$ cat config.mk
export PLATFORM = sky130hd
export DESIGN_NAME = unsigned_to_base_text_core
export DESIGN_NICKNAME = d
export VERILOG_FILES = /design/src/hdl/ubt_pkg.sv /design/src/hdl/ubt_queue.sv /design/src/hdl/ubt_div.sv /design/src/hdl/ubt_front.sv /design/src/hdl/ubt_back.sv /design/src/hdl/unsigned_to_base_text_core.sv
export SDC_FILE = /design/constraint.sdc
export NUM_CORES = 1
export LEC_CHECK = 0
export BUFFER_PORTS_ARGS = -buffer_cell sky130_fd_sc_hd__buf_2
export CAP_MARGIN = 40
export CORE_ASPECT_RATIO = 1.75
export CORE_MARGIN = 2
export CORE_UTILIZATION = 50
export DETAILED_ROUTE_END_ITERATION = 6
export MAX_ROUTING_LAYER = met4
export PLACE_DENSITY = 0.77
export SETUP_SLACK_MARGIN = 0.1
export SYNTH_ARGS = -nofsm -noshare
export SYNTH_HDL_FRONTEND = slang
export SYNTH_SLANG_ARGS = --single-unit
$ cat constraint.sdc
create_clock -name clk -period 5.9 [get_ports clk]
set_input_delay 0.885 -clock clk [delete_from_list [all_inputs] [get_ports clk]]
set_output_delay 0.885 -clock clk [all_outputs]
set_load 0.005 [all_outputs]
$ cat src/hdl/ubt_pkg.sv
// Shared types, constants and helper functions for the base-text converter.
package ubt_pkg;

  localparam int VALUE_BITS = 48;
  localparam int RADIX_W    = 5;
  localparam int DIGIT_W    = 4;
  localparam int CNT_W      = 6;
  localparam int CHAR_W     = 8;
  localparam int TIDX_W     = 3;
  localparam int ADDR_W     = 5;
  localparam int DATA_W     = 64;
  localparam int ALPHA_W    = 128;

  // register index, taken from paddr[4:3]
  localparam logic [1:0] REG_RADIX    = 2'd0;
  localparam logic [1:0] REG_CHARS_LO = 2'd1;
  localparam logic [1:0] REG_CHARS_HI = 2'd2;

  localparam logic [RADIX_W-1:0] MIN_RADIX = RADIX_W'(2);

  localparam logic [CHAR_W-1:0] CH_ZERO = 8'h30;
  localparam logic [CHAR_W-1:0] CH_X    = 8'h78;
  localparam logic [CHAR_W-1:0] CH_LPAR = 8'h28;
  localparam logic [CHAR_W-1:0] CH_N    = 8'h6e;
  localparam logic [CHAR_W-1:0] CH_I    = 8'h69;
  localparam logic [CHAR_W-1:0] CH_L    = 8'h6c;
  localparam logic [CHAR_W-1:0] CH_RPAR = 8'h29;
  localparam logic [CHAR_W-1:0] CH_NUL  = 8'h00;

  localparam logic [TIDX_W-1:0] NIL_LAST = TIDX_W'(4);
  localparam logic [TIDX_W-1:0] PFX_LAST = TIDX_W'(1);

  typedef enum logic [1:0] {
    K_ZERO,
    K_NIL,
    K_BAD,
    K_CONV
  } ubt_kind_t;

  typedef struct packed {
    ubt_kind_t               kind;
    logic                    ptr;
    logic [RADIX_W-1:0]      radix;
    logic [VALUE_BITS-1:0]   value;
  } ubt_entry_t;

  typedef struct packed {
    logic                    start;
    logic [VALUE_BITS-1:0]   dividend;
    logic [RADIX_W-1:0]      divisor;
  } ubt_div_req_t;

  typedef struct packed {
    logic                    done;
    logic [VALUE_BITS-1:0]   quot;
    logic [DIGIT_W-1:0]      rem;
  } ubt_div_res_t;

  typedef enum logic [2:0] {
    B_IDLE,
    B_TEXT,
    B_DIV,
    B_PFX,
    B_RD,
    B_OUT
  } ubt_bstate_t;

  // characters of the fixed texts ("0", "(nil)", error)
  function automatic logic [CHAR_W-1:0] fixed_char(ubt_kind_t kind, logic [TIDX_W-1:0] idx);
    logic [CHAR_W-1:0] c;
    c = CH_NUL;
    case (kind)
      K_ZERO: c = CH_ZERO;
      K_NIL: begin
        case (idx)
          3'd0:    c = CH_LPAR;
          3'd1:    c = CH_N;
          3'd2:    c = CH_I;
          3'd3:    c = CH_L;
          default: c = CH_RPAR;
        endcase
      end
      default: c = CH_NUL;
    endcase
    return c;
  endfunction

  function automatic logic fixed_last(ubt_kind_t kind, logic [TIDX_W-1:0] idx);
    logic l;
    l = 1'b1;
    case (kind)
      K_NIL:   l = (idx == NIL_LAST);
      default: l = 1'b1;
    endcase
    return l;
  endfunction

endpackage

$ cat src/hdl/ubt_queue.sv
// Two-entry request queue between the front and back ends.
module ubt_queue (
  input  logic                clk,
  input  logic                rst_n,
  input  logic                push,
  input  ubt_pkg::ubt_entry_t din,
  output logic                full,
  input  logic                pop,
  output logic                nonempty,
  output ubt_pkg::ubt_entry_t dout
);

  ubt_pkg::ubt_entry_t mem_r [2];
  logic                wr_ptr_r;
  logic                rd_ptr_r;
  logic [1:0]          count_r;

  assign full     = (count_r == 2'd2);
  assign nonempty = (count_r != 2'd0);
  assign dout     = mem_r[rd_ptr_r];

  always_ff @(posedge clk) begin
    if (push) begin
      mem_r[wr_ptr_r] <= din;
    end
  end

  always_ff @(posedge clk) begin
    if (!rst_n) begin
      wr_ptr_r <= 1'b0;
      rd_ptr_r <= 1'b0;
      count_r  <= 2'd0;
    end else begin
      if (push) begin
        wr_ptr_r <= ~wr_ptr_r;
      end
      if (pop) begin
        rd_ptr_r <= ~rd_ptr_r;
      end
      case ({push, pop})
        2'b10:   count_r <= count_r + 2'd1;
        2'b01:   count_r <= count_r - 2'd1;
        default: count_r <= count_r;
      endcase
    end
  end

endmodule

$ cat src/hdl/ubt_div.sv
// Bit-serial restoring divider: wide value by a small radix, one bit a cycle.
module ubt_div (
  input  logic                  clk,
  input  logic                  rst_n,
  input  ubt_pkg::ubt_div_req_t req,
  output ubt_pkg::ubt_div_res_t res
);

  localparam int VB = ubt_pkg::VALUE_BITS;
  localparam int RW = ubt_pkg::RADIX_W;
  localparam int DW = ubt_pkg::DIGIT_W;
  localparam int CW = ubt_pkg::CNT_W;
  localparam logic [CW-1:0] LAST_STEP = CW'(VB - 1);

  logic          busy_r;
  logic          done_r;
  logic [CW-1:0] cnt_r;
  logic [VB-1:0] q_r;
  logic [DW-1:0] rem_r;
  logic [RW-1:0] dvs_r;

  logic [RW-1:0] sh;
  logic          ge;
  logic [RW-1:0] diff;

  // remainder stays below the divisor (at most 16), so it fits in a digit
  always_comb begin
    sh   = {rem_r, q_r[VB-1]};
    ge   = (sh >= dvs_r);
    diff = sh - dvs_r;
  end

  always_ff @(posedge clk) begin
    if (!rst_n) begin
      busy_r <= 1'b0;
      done_r <= 1'b0;
      cnt_r  <= '0;
    end else begin
      done_r <= 1'b0;
      if (req.start) begin
        busy_r <= 1'b1;
        cnt_r  <= '0;
      end else if (busy_r) begin
        cnt_r <= cnt_r + CW'(1);
        if (cnt_r == LAST_STEP) begin
          busy_r <= 1'b0;
          done_r <= 1'b1;
        end
      end
    end
  end

  always_ff @(posedge clk) begin
    if (req.start) begin
      q_r   <= req.dividend;
      rem_r <= '0;
      dvs_r <= req.divisor;
    end else if (busy_r) begin
      q_r   <= {q_r[VB-2:0], ge};
      rem_r <= ge ? diff[DW-1:0] : sh[DW-1:0];
    end
  end

  assign res.done = done_r;
  assign res.quot = q_r;
  assign res.rem  = rem_r;

endmodule

$ cat src/hdl/ubt_front.sv
// Front end: masks the value to its mode's width and classifies each request.
module ubt_front #(
  parameter int MAX_RADIX     = 16,
  parameter int POINTER_BITS  = 48,
  parameter int UNSIGNED_BITS = 32
) (
  input  logic                               in_valid,
  output logic                               in_stall,
  input  logic [ubt_pkg::VALUE_BITS-1:0]     in_value,
  input  logic                               in_operation,
  input  logic [ubt_pkg::RADIX_W-1:0]        radix,
  input  logic                               q_full,
  output logic                               q_push,
  output ubt_pkg::ubt_entry_t                q_entry
);

  localparam int VB = ubt_pkg::VALUE_BITS;
  localparam int RW = ubt_pkg::RADIX_W;
  localparam logic [63:0]   PTR_M64  = (64'd1 << POINTER_BITS) - 64'd1;
  localparam logic [63:0]   UNS_M64  = (64'd1 << UNSIGNED_BITS) - 64'd1;
  localparam logic [VB-1:0] PTR_MASK = PTR_M64[VB-1:0];
  localparam logic [VB-1:0] UNS_MASK = UNS_M64[VB-1:0];
  localparam logic [RW-1:0] MAX_R    = RW'(MAX_RADIX);

  logic [VB-1:0] masked;

  assign in_stall = q_full;
  assign q_push   = in_valid && !q_full;

  always_comb begin
    masked        = in_value & (in_operation ? PTR_MASK : UNS_MASK);
    q_entry.ptr   = in_operation;
    q_entry.value = masked;
    q_entry.radix = (radix > MAX_R) ? MAX_R : radix;
    // zero is decided before the radix check
    if (masked == '0) begin
      q_entry.kind = in_operation ? ubt_pkg::K_NIL : ubt_pkg::K_ZERO;
    end else if (radix < ubt_pkg::MIN_RADIX) begin
      q_entry.kind = ubt_pkg::K_BAD;
    end else begin
      q_entry.kind = ubt_pkg::K_CONV;
    end
  end

endmodule

$ cat src/hdl/ubt_back.sv
// Back end: runs the divider per digit, stores digits, emits the text.
module ubt_back (
  input  logic                            clk,
  input  logic                            rst_n,
  input  logic                            q_valid,
  input  ubt_pkg::ubt_entry_t             q_data,
  output logic                            q_pop,
  output ubt_pkg::ubt_div_req_t           div_req,
  input  ubt_pkg::ubt_div_res_t           div_res,
  input  logic [ubt_pkg::ALPHA_W-1:0]     alphabet,
  output logic                            out_valid,
  input  logic                            out_stall,
  output logic [ubt_pkg::CHAR_W-1:0]      out_text_char,
  output logic                            out_last_char,
  output logic                            out_bad_radix
);

  localparam int VB = ubt_pkg::VALUE_BITS;
  localparam int DW = ubt_pkg::DIGIT_W;
  localparam int CW = ubt_pkg::CNT_W;
  localparam int TW = ubt_pkg::TIDX_W;
  localparam int HW = ubt_pkg::CHAR_W;

  ubt_pkg::ubt_bstate_t state_r, state_nxt;
  ubt_pkg::ubt_entry_t  ent_r, ent_nxt;
  logic [CW-1:0]        idx_r, idx_nxt;
  logic [TW-1:0]        tidx_r, tidx_nxt;

  logic                 out_valid_r;
  logic [HW-1:0]        char_r;
  logic                 last_r;
  logic                 bad_r;

  logic                 can_load;
  logic                 load;
  logic [HW-1:0]        ld_char;
  logic                 ld_last;
  logic                 ld_bad;
  logic                 mem_we;
  logic                 mem_re;
  logic [CW-1:0]        raddr;

  logic [DW-1:0]        digit_mem [VB];
  logic [DW-1:0]        rd_data_r;

  assign can_load = !out_valid_r || !out_stall;
  assign raddr    = idx_r - CW'(1);

  always_ff @(posedge clk) begin
    if (mem_we) begin
      digit_mem[idx_r] <= div_res.rem;
    end
    if (mem_re) begin
      rd_data_r <= digit_mem[raddr];
    end
  end

  always_ff @(posedge clk) begin
    if (!rst_n) begin
      state_r <= ubt_pkg::B_IDLE;
      idx_r   <= '0;
      tidx_r  <= '0;
    end else begin
      state_r <= state_nxt;
      idx_r   <= idx_nxt;
      tidx_r  <= tidx_nxt;
    end
  end

  always_ff @(posedge clk) begin
    ent_r <= ent_nxt;
  end

  always_comb begin
    state_nxt        = state_r;
    ent_nxt          = ent_r;
    idx_nxt          = idx_r;
    tidx_nxt         = tidx_r;
    q_pop            = 1'b0;
    div_req.start    = 1'b0;
    div_req.dividend = div_res.quot;
    div_req.divisor  = ent_r.radix;
    mem_we           = 1'b0;
    mem_re           = 1'b0;
    load             = 1'b0;
    ld_char          = ubt_pkg::CH_NUL;
    ld_last          = 1'b0;
    ld_bad           = 1'b0;
    case (state_r)
      ubt_pkg::B_IDLE: begin
        if (q_valid) begin
          q_pop    = 1'b1;
          ent_nxt  = q_data;
          idx_nxt  = '0;
          tidx_nxt = '0;
          if (q_data.kind == ubt_pkg::K_CONV) begin
            div_req.start    = 1'b1;
            div_req.dividend = q_data.value;
            div_req.divisor  = q_data.radix;
            state_nxt        = ubt_pkg::B_DIV;
          end else begin
            state_nxt = ubt_pkg::B_TEXT;
          end
        end
      end
      ubt_pkg::B_TEXT: begin
        if (can_load) begin
          load    = 1'b1;
          ld_char = ubt_pkg::fixed_char(ent_r.kind, tidx_r);
          ld_last = ubt_pkg::fixed_last(ent_r.kind, tidx_r);
          ld_bad  = (ent_r.kind == ubt_pkg::K_BAD);
          if (ld_last) begin
            state_nxt = ubt_pkg::B_IDLE;
          end else begin
            tidx_nxt = tidx_r + TW'(1);
          end
        end
      end
      ubt_pkg::B_DIV: begin
        if (div_res.done) begin
          mem_we  = 1'b1;
          idx_nxt = idx_r + CW'(1);
          if (div_res.quot != '0) begin
            div_req.start = 1'b1;
          end else begin
            tidx_nxt  = '0;
            state_nxt = ent_r.ptr ? ubt_pkg::B_PFX : ubt_pkg::B_RD;
          end
        end
      end
      ubt_pkg::B_PFX: begin
        if (can_load) begin
          load    = 1'b1;
          ld_char = (tidx_r == '0) ? ubt_pkg::CH_ZERO : ubt_pkg::CH_X;
          if (tidx_r == ubt_pkg::PFX_LAST) begin
            state_nxt = ubt_pkg::B_RD;
          end else begin
            tidx_nxt = tidx_r + TW'(1);
          end
        end
      end
      ubt_pkg::B_RD: begin
        mem_re    = 1'b1;
        idx_nxt   = raddr;
        state_nxt = ubt_pkg::B_OUT;
      end
      ubt_pkg::B_OUT: begin
        if (can_load) begin
          load    = 1'b1;
          ld_char = alphabet[{rd_data_r, 3'b000} +: HW];
          ld_last = (idx_r == '0);
          state_nxt = ld_last ? ubt_pkg::B_IDLE : ubt_pkg::B_RD;
        end
      end
      default: begin
        state_nxt = ubt_pkg::B_IDLE;
      end
    endcase
  end

  always_ff @(posedge clk) begin
    if (!rst_n) begin
      out_valid_r <= 1'b0;
    end else if (load) begin
      out_valid_r <= 1'b1;
    end else if (!out_stall) begin
      out_valid_r <= 1'b0;
    end
  end

  always_ff @(posedge clk) begin
    if (load) begin
      char_r <= ld_char;
      last_r <= ld_last;
      bad_r  <= ld_bad;
    end
  end

  assign out_valid     = out_valid_r;
  assign out_text_char = char_r;
  assign out_last_char = last_r;
  assign out_bad_radix = bad_r;

endmodule

$ cat src/hdl/unsigned_to_base_text_core.sv
// Unsigned value to radix text converter, top level.
// Flow: the divider produces each digit from a full bit-serial pass, up to 48 digits; each
//   digit character then takes a read state and an output state, after "0x" for pointers;
//   zero, "(nil)" and bad radix go out one character a cycle while out_stall is low.
//   Throughput: one request at a time in the back end, up to two more waiting in the queue.
// Reset: synchronous, active low; radix and alphabet clear, so nonzero values report bad radix.
module unsigned_to_base_text_core #(
  parameter int MAX_RADIX     = 16,
  parameter int POINTER_BITS  = 48,
  parameter int UNSIGNED_BITS = 32
) (
  input  logic                            clk,
  input  logic                            rst_n,
  // request channel
  input  logic                            in_valid,
  output logic                            in_stall,
  input  logic [ubt_pkg::VALUE_BITS-1:0]  in_value,
  input  logic                            in_operation,
  // character channel
  output logic                            out_valid,
  input  logic                            out_stall,
  output logic [ubt_pkg::CHAR_W-1:0]      out_text_char,
  output logic                            out_last_char,
  output logic                            out_bad_radix,
  // register port
  input  logic                            psel,
  input  logic                            penable,
  input  logic                            pwrite,
  input  logic [ubt_pkg::ADDR_W-1:0]      paddr,
  input  logic [ubt_pkg::DATA_W-1:0]      pwdata,
  output logic [ubt_pkg::DATA_W-1:0]      prdata,
  output logic                            pready
);

  localparam int RW = ubt_pkg::RADIX_W;
  localparam int DW = ubt_pkg::DATA_W;

  // configuration registers
  logic [RW-1:0]        radix_r;
  logic [DW-1:0]        chars_lo_r;
  logic [DW-1:0]        chars_hi_r;
  logic                 cfg_wr;
  logic [1:0]           cfg_sel;

  // front to queue
  logic                 q_push;
  logic                 q_full;
  ubt_pkg::ubt_entry_t  q_entry;

  // queue to back
  logic                 q_pop;
  logic                 q_nonempty;
  ubt_pkg::ubt_entry_t  q_head;

  // back to divider
  ubt_pkg::ubt_div_req_t div_req;
  ubt_pkg::ubt_div_res_t div_res;

  // registers are 64 bits wide, so they sit on 8-byte boundaries
  assign pready  = 1'b1;
  assign cfg_sel = paddr[4:3];
  assign cfg_wr  = psel && penable && pwrite && pready;

  always_ff @(posedge clk) begin
    if (!rst_n) begin
      radix_r    <= '0;
      chars_lo_r <= '0;
      chars_hi_r <= '0;
    end else if (cfg_wr) begin
      case (cfg_sel)
        ubt_pkg::REG_RADIX:    radix_r    <= pwdata[RW-1:0];
        ubt_pkg::REG_CHARS_LO: chars_lo_r <= pwdata;
        ubt_pkg::REG_CHARS_HI: chars_hi_r <= pwdata;
        default: ;
      endcase
    end
  end

  always_comb begin
    case (cfg_sel)
      ubt_pkg::REG_RADIX:    prdata = {{(DW-RW){1'b0}}, radix_r};
      ubt_pkg::REG_CHARS_LO: prdata = chars_lo_r;
      ubt_pkg::REG_CHARS_HI: prdata = chars_hi_r;
      default:               prdata = '0;
    endcase
  end

  // front: mask, classify (zero / nil / bad radix / convert), saturate radix
  ubt_front #(
    .MAX_RADIX     (MAX_RADIX),
    .POINTER_BITS  (POINTER_BITS),
    .UNSIGNED_BITS (UNSIGNED_BITS)
  ) u_front (
    .in_valid     (in_valid),
    .in_stall     (in_stall),
    .in_value     (in_value),
    .in_operation (in_operation),
    .radix        (radix_r),
    .q_full       (q_full),
    .q_push       (q_push),
    .q_entry      (q_entry)
  );

  // short queue so the front keeps taking requests while the back converts
  ubt_queue u_queue (
    .clk      (clk),
    .rst_n    (rst_n),
    .push     (q_push),
    .din      (q_entry),
    .full     (q_full),
    .pop      (q_pop),
    .nonempty (q_nonempty),
    .dout     (q_head)
  );

  // bit-serial divider, used by the back end: one digit per VALUE_BITS steps
  ubt_div u_div (
    .clk   (clk),
    .rst_n (rst_n),
    .req   (div_req),
    .res   (div_res)
  );

  // back: digit loop, digit store, reversed emission through the output register
  ubt_back u_back (
    .clk           (clk),
    .rst_n         (rst_n),
    .q_valid       (q_nonempty),
    .q_data        (q_head),
    .q_pop         (q_pop),
    .div_req       (div_req),
    .div_res       (div_res),
    .alphabet      ({chars_hi_r, chars_lo_r}),
    .out_valid     (out_valid),
    .out_stall     (out_stall),
    .out_text_char (out_text_char),
    .out_last_char (out_last_char),
    .out_bad_radix (out_bad_radix)
  );

  // the error result is a single NUL character that closes its text
  a_bad_is_single : assert property (@(posedge clk) disable iff (!rst_n)
    out_valid && out_bad_radix |-> out_last_char && (out_text_char == ubt_pkg::CH_NUL))
    else $error("bad-radix result not a lone terminating NUL");

  // a conversion request only enters the queue with a usable radix and a nonzero value
  a_conv_radix : assert property (@(posedge clk) disable iff (!rst_n)
    q_push && (q_entry.kind == ubt_pkg::K_CONV) |->
      (q_entry.radix >= ubt_pkg::MIN_RADIX) && (q_entry.value != '0))
    else $error("conversion queued with unusable radix or zero value");

  // a radix write lands in the register
  a_radix_write : assert property (@(posedge clk) disable iff (!rst_n)
    cfg_wr && (cfg_sel == ubt_pkg::REG_RADIX) |=> radix_r == $past(pwdata[RW-1:0]))
    else $error("radix register write lost");

  // the queue never pops while empty
  a_pop_nonempty : assert property (@(posedge clk) disable iff (!rst_n)
    q_pop |-> q_nonempty)
    else $error("queue popped while empty");

endmodule
==> flow_summary.yaml <==
sta:
  hold_viol: 0
  tns_ns: 0
  relSlewSlack_pct: 37.4
  worst_pin_slew_ns: 0.934
  finalClockSkew_ns: 0.0172
  fmax_ghz: 0.292
  fin_crit_ns: 3.43
  grt_setup_unrepaired: "false"
  setup_viol_count_final: 0
  finalMaxSlewViolations: 0
  finalWorstSetupSlack_ns: 2.47
  post-route-period-util_pct: 58.1
  holdWs_ns: 0.473
logic_synthesis:
  synth_edf_count: 379
  synth_seq_cells: 542
  synth_seq_area_share_pct: 63.7
  synth_top_cell_by_area: "edfxtp_1"
  yosys_warnings: 0
  ys_types: 59
  netlist.area_leader.share_pct: 49.5
  syn_nets: 1907
  netlist_top_cells_area: "edfxtp_1 50%, dfxtp_1 14%, mux4_2 9.8%, nand2_1 5.6%, a21oi_1 3.4%"
  synthArstFlopShare_pct: 0
  synthesis.area_um2: 23000
  synth_common_cells: "379 x edfxtp_1, 342 x nand2_1, 163 x dfxtp_1, 157 x a21oi_1, 100 x mux4_2"
  yosysMostFrequentCell: "edfxtp_1"
  ys.flop_type: "edfxtp_1"
  synth_area_per_cell_um2: 13.0
  syn_inst: 1766
clocking:
  cts_tree: "built"
  post_cts_resized: 0
  clock-root-buffer: "clkbuf_16"
  htreeDepth: 2
  cts.clk_slew.worst_paths_ns: 0.07
  cts_sinks: 542
  hold_buffers: 0
  cts_setup_buffers: 0
  cts_buffer_depth: 3
  numCtsBuffers: 44
  clock_latency_ns: 0.56
power:
  clkPwrFrac_pct: 30.7
  p_total_mw: 10.4
  p_int_mw: 7.51
  peakVddDrop_mv: 0.304
  seqPwrFrac_pct: 48.1
  comb_power_share_pct: 21.2
  p_leak_nw: 9.06
  p_per_area_nw_per_um2: 398
  power_switching_mw: 2.94
  swShare_pct: 28.1
worst_setup_path:
  worst-setup-path-type: "reg2reg"
  crit_path_cell_trace: "inv_1 -> ha_2 -> buf_4 -> mux4_2 -> mux4_2 -> mux2i_1 -> a21oi_1"
  r2r_cells: 7
  worstPathArrival_ns: 3.71
  setup.worst_path.start_class: "flip-flop"
  cp.required_ns: 6.19
  max_stage_delay_ns: 0.93
  crit_path_max_fanout: 35
  reg2reg_from: "u_back.idx_r[1]$_SDFFE_PN0P_"
  r2r-end: "u_back.rd_data_r[0]$_DFFE_PP_"
  crit_slowest_cell: "ha_2"
  cpMostUsedCell: "mux4_2"
  regToRegSetupSlack_ns: 2.47
  end_kind: "flip-flop"
detailed_routing:
  drt_wl_total_um: 55400
  wl_per_cell_um: 21.8
  first_pass_iters: 7
  vias: 15100
  drc: 13
  routed_via_density: 5.92
  antenna_left: 0
  drt-initial-drc-count: 1264
placement:
  placed_area_um2: 24600
  pre_cts_slack_ns: 2.44
  hpwl_um: 37300
  place_congestion: 0.883
  buffer_ports.inserted: 197
  dpl.cell_count: 2452
global_route:
  grt_pass1_wl_um: 85200
  grt_pass1_vias: 15400
  grtUsageTotal_pct: 23.4
  antenna_found_initial: 7
  grt_overflow: 0
  grt_max_degree: 96
min_path:
  hp-start: "chars_hi_r[25]$_SDFFE_PN0P_"
  min_to: "chars_hi_r[25]$_SDFFE_PN0P_"
  min_path_cells: 2
  hp-class: "reg2reg"
floorplan:
  die_w_um: 166
  ios: 202
  start_util_pct: 50.3
  floorplan.die_area_um2: 47800
  die_y_um: 288
  rows: 104
  coreArea_um2: 45700
job:
  cap_violations: 0
cells_and_area:
  final_cells: 2544
  syn_to_final_growth_pct: 14.3
  fin_area_um2: 26300
  drive_gt1_share_pct: 22.7
  final_util_pct: 57.5
  fin_nets: 2059
status:
  violations: "DRC"
  outcome: "complete, but fails checks"
## worst max-delay path by stage
stage,endpoint,cells after the start,start
final,u_back.rd_data_r[0]$_DFFE_PP_,7,u_back.idx_r[1]$_SDFFE_PN0P_
after global routing,u_back.rd_data_r[1]$_DFFE_PP_,7,u_back.idx_r[1]$_SDFFE_PN0P_
after global placement,prdata[10],5,paddr[3]
after CTS,u_back.rd_data_r[1]$_DFFE_PP_,7,u_back.idx_r[1]$_SDFFE_PN0P_
after floorplan,u_div.q_r[0]$_DFFE_PP_,6,u_div.q_r[26]$_DFFE_PP_
after detailed placement,u_back.rd_data_r[1]$_DFFE_PP_,7,u_back.idx_r[1]$_SDFFE_PN0P_
## flip-flops by register name, summed over array words and instances (netlist names), 2 cells and up, named ones only
register,cells
u_queue.count_r,2
chars_lo_r,64
u_div.dvs_r,5
u_back.rd_data_r,4
u_div.rem_r,4
u_back.idx_r,6
u_back.tidx_r,3
u_back.state_r,3
u_back.out_text_char,8
radix_r,5
chars_hi_r,64
u_div.q_r,48
u_back.ent_r,8
u_queue.mem_r,112
u_back.digit_mem,192
u_div.cnt_r,6
## critical path: cells and delay by family (launching register included)
family / cells / cell delay, ns
adder cells (fa/ha/maj): 1 / 0.93
multiplexers: 3 / 1.10
AO/OA/AOI/OAI: 1 / 0.10
buffers and inverters: 2 / 0.52
flip-flops: 1 / 0.48
## final cells by class
class                           count  area [um2]
Antenna cell                        7        17.5
Clock buffer                       51        1220
Clock inverter                     31         382
Fill cell                        3513       19400
Inverter                           25        96.3
Multi-Input combinational cell   1076        7810
Sequential cell                   542       14700
Tap cell                          583         729
Timing Repair Buffer              229        1370
## power by group through the flow
stage / sequential [mW] / clock, mW / combinational [mW]
3_3_place_gp: 5.14 / 0 / 1.98
4_1_cts: 5.05 / 3.25 / 2.17
3_5_place_dp: 5.13 / 0 / 2.16
5_1_grt: 5.06 / 3.37 / 2.42
6_report: 5.02 / 3.21 / 2.21
2_1_floorplan: 5.10 / 0 / 1.48
## metal layers
metal	up-vias	GRT usage (%)	share of wire (%)
met4	0	12.3	5.5
met3	150	3.46	6.2
met5	-	-	0
li1	6877	-	-
met2	610	42.3	55
met1	7430	24.6	34
## cell families after synthesis
| group | count (synthesis) | synth area share, % |
|---|---|---|
| mux | 180 | 13.4 |
| compound gates | 316 | 8.45 |
| other cells | 1 | 0.0163 |
| flops | 542 | 63.7 |
| simple gates | 547 | 10.3 |
| fa+ha+maj | 16 | 0.904 |
| xor+xnor | 16 | 0.610 |
| buf+inv | 148 | 2.67 |
## placed cells by master (no fill, tap or decap), types with 5 or more instances in the layout
cell type	n
mux4_2	100
buf_2	197
o21ai_0	21
and2_1	16
xnor2_1	7
clkbuf_8	5
buf_4	23
inv_1	23
dfxtp_1	159
or3_1	8
clkinvlp_4	5
diode_2	7
nand2_1	341
o22ai_1	51
nand3_1	12
a21oi_1	157
xor2_1	7
nand2b_1	8
edfxtp_1	379
nor2b_1	10
mux2_2	13
bufinv_16	8
nand4_1	10
nor2_1	88
nor4_1	26
clkbuf_16	47
a22o_1	60
ha_1	14
clkinv_2	9
mux2i_1	67
Note: power is estimated with default switching activity, not from simulation.
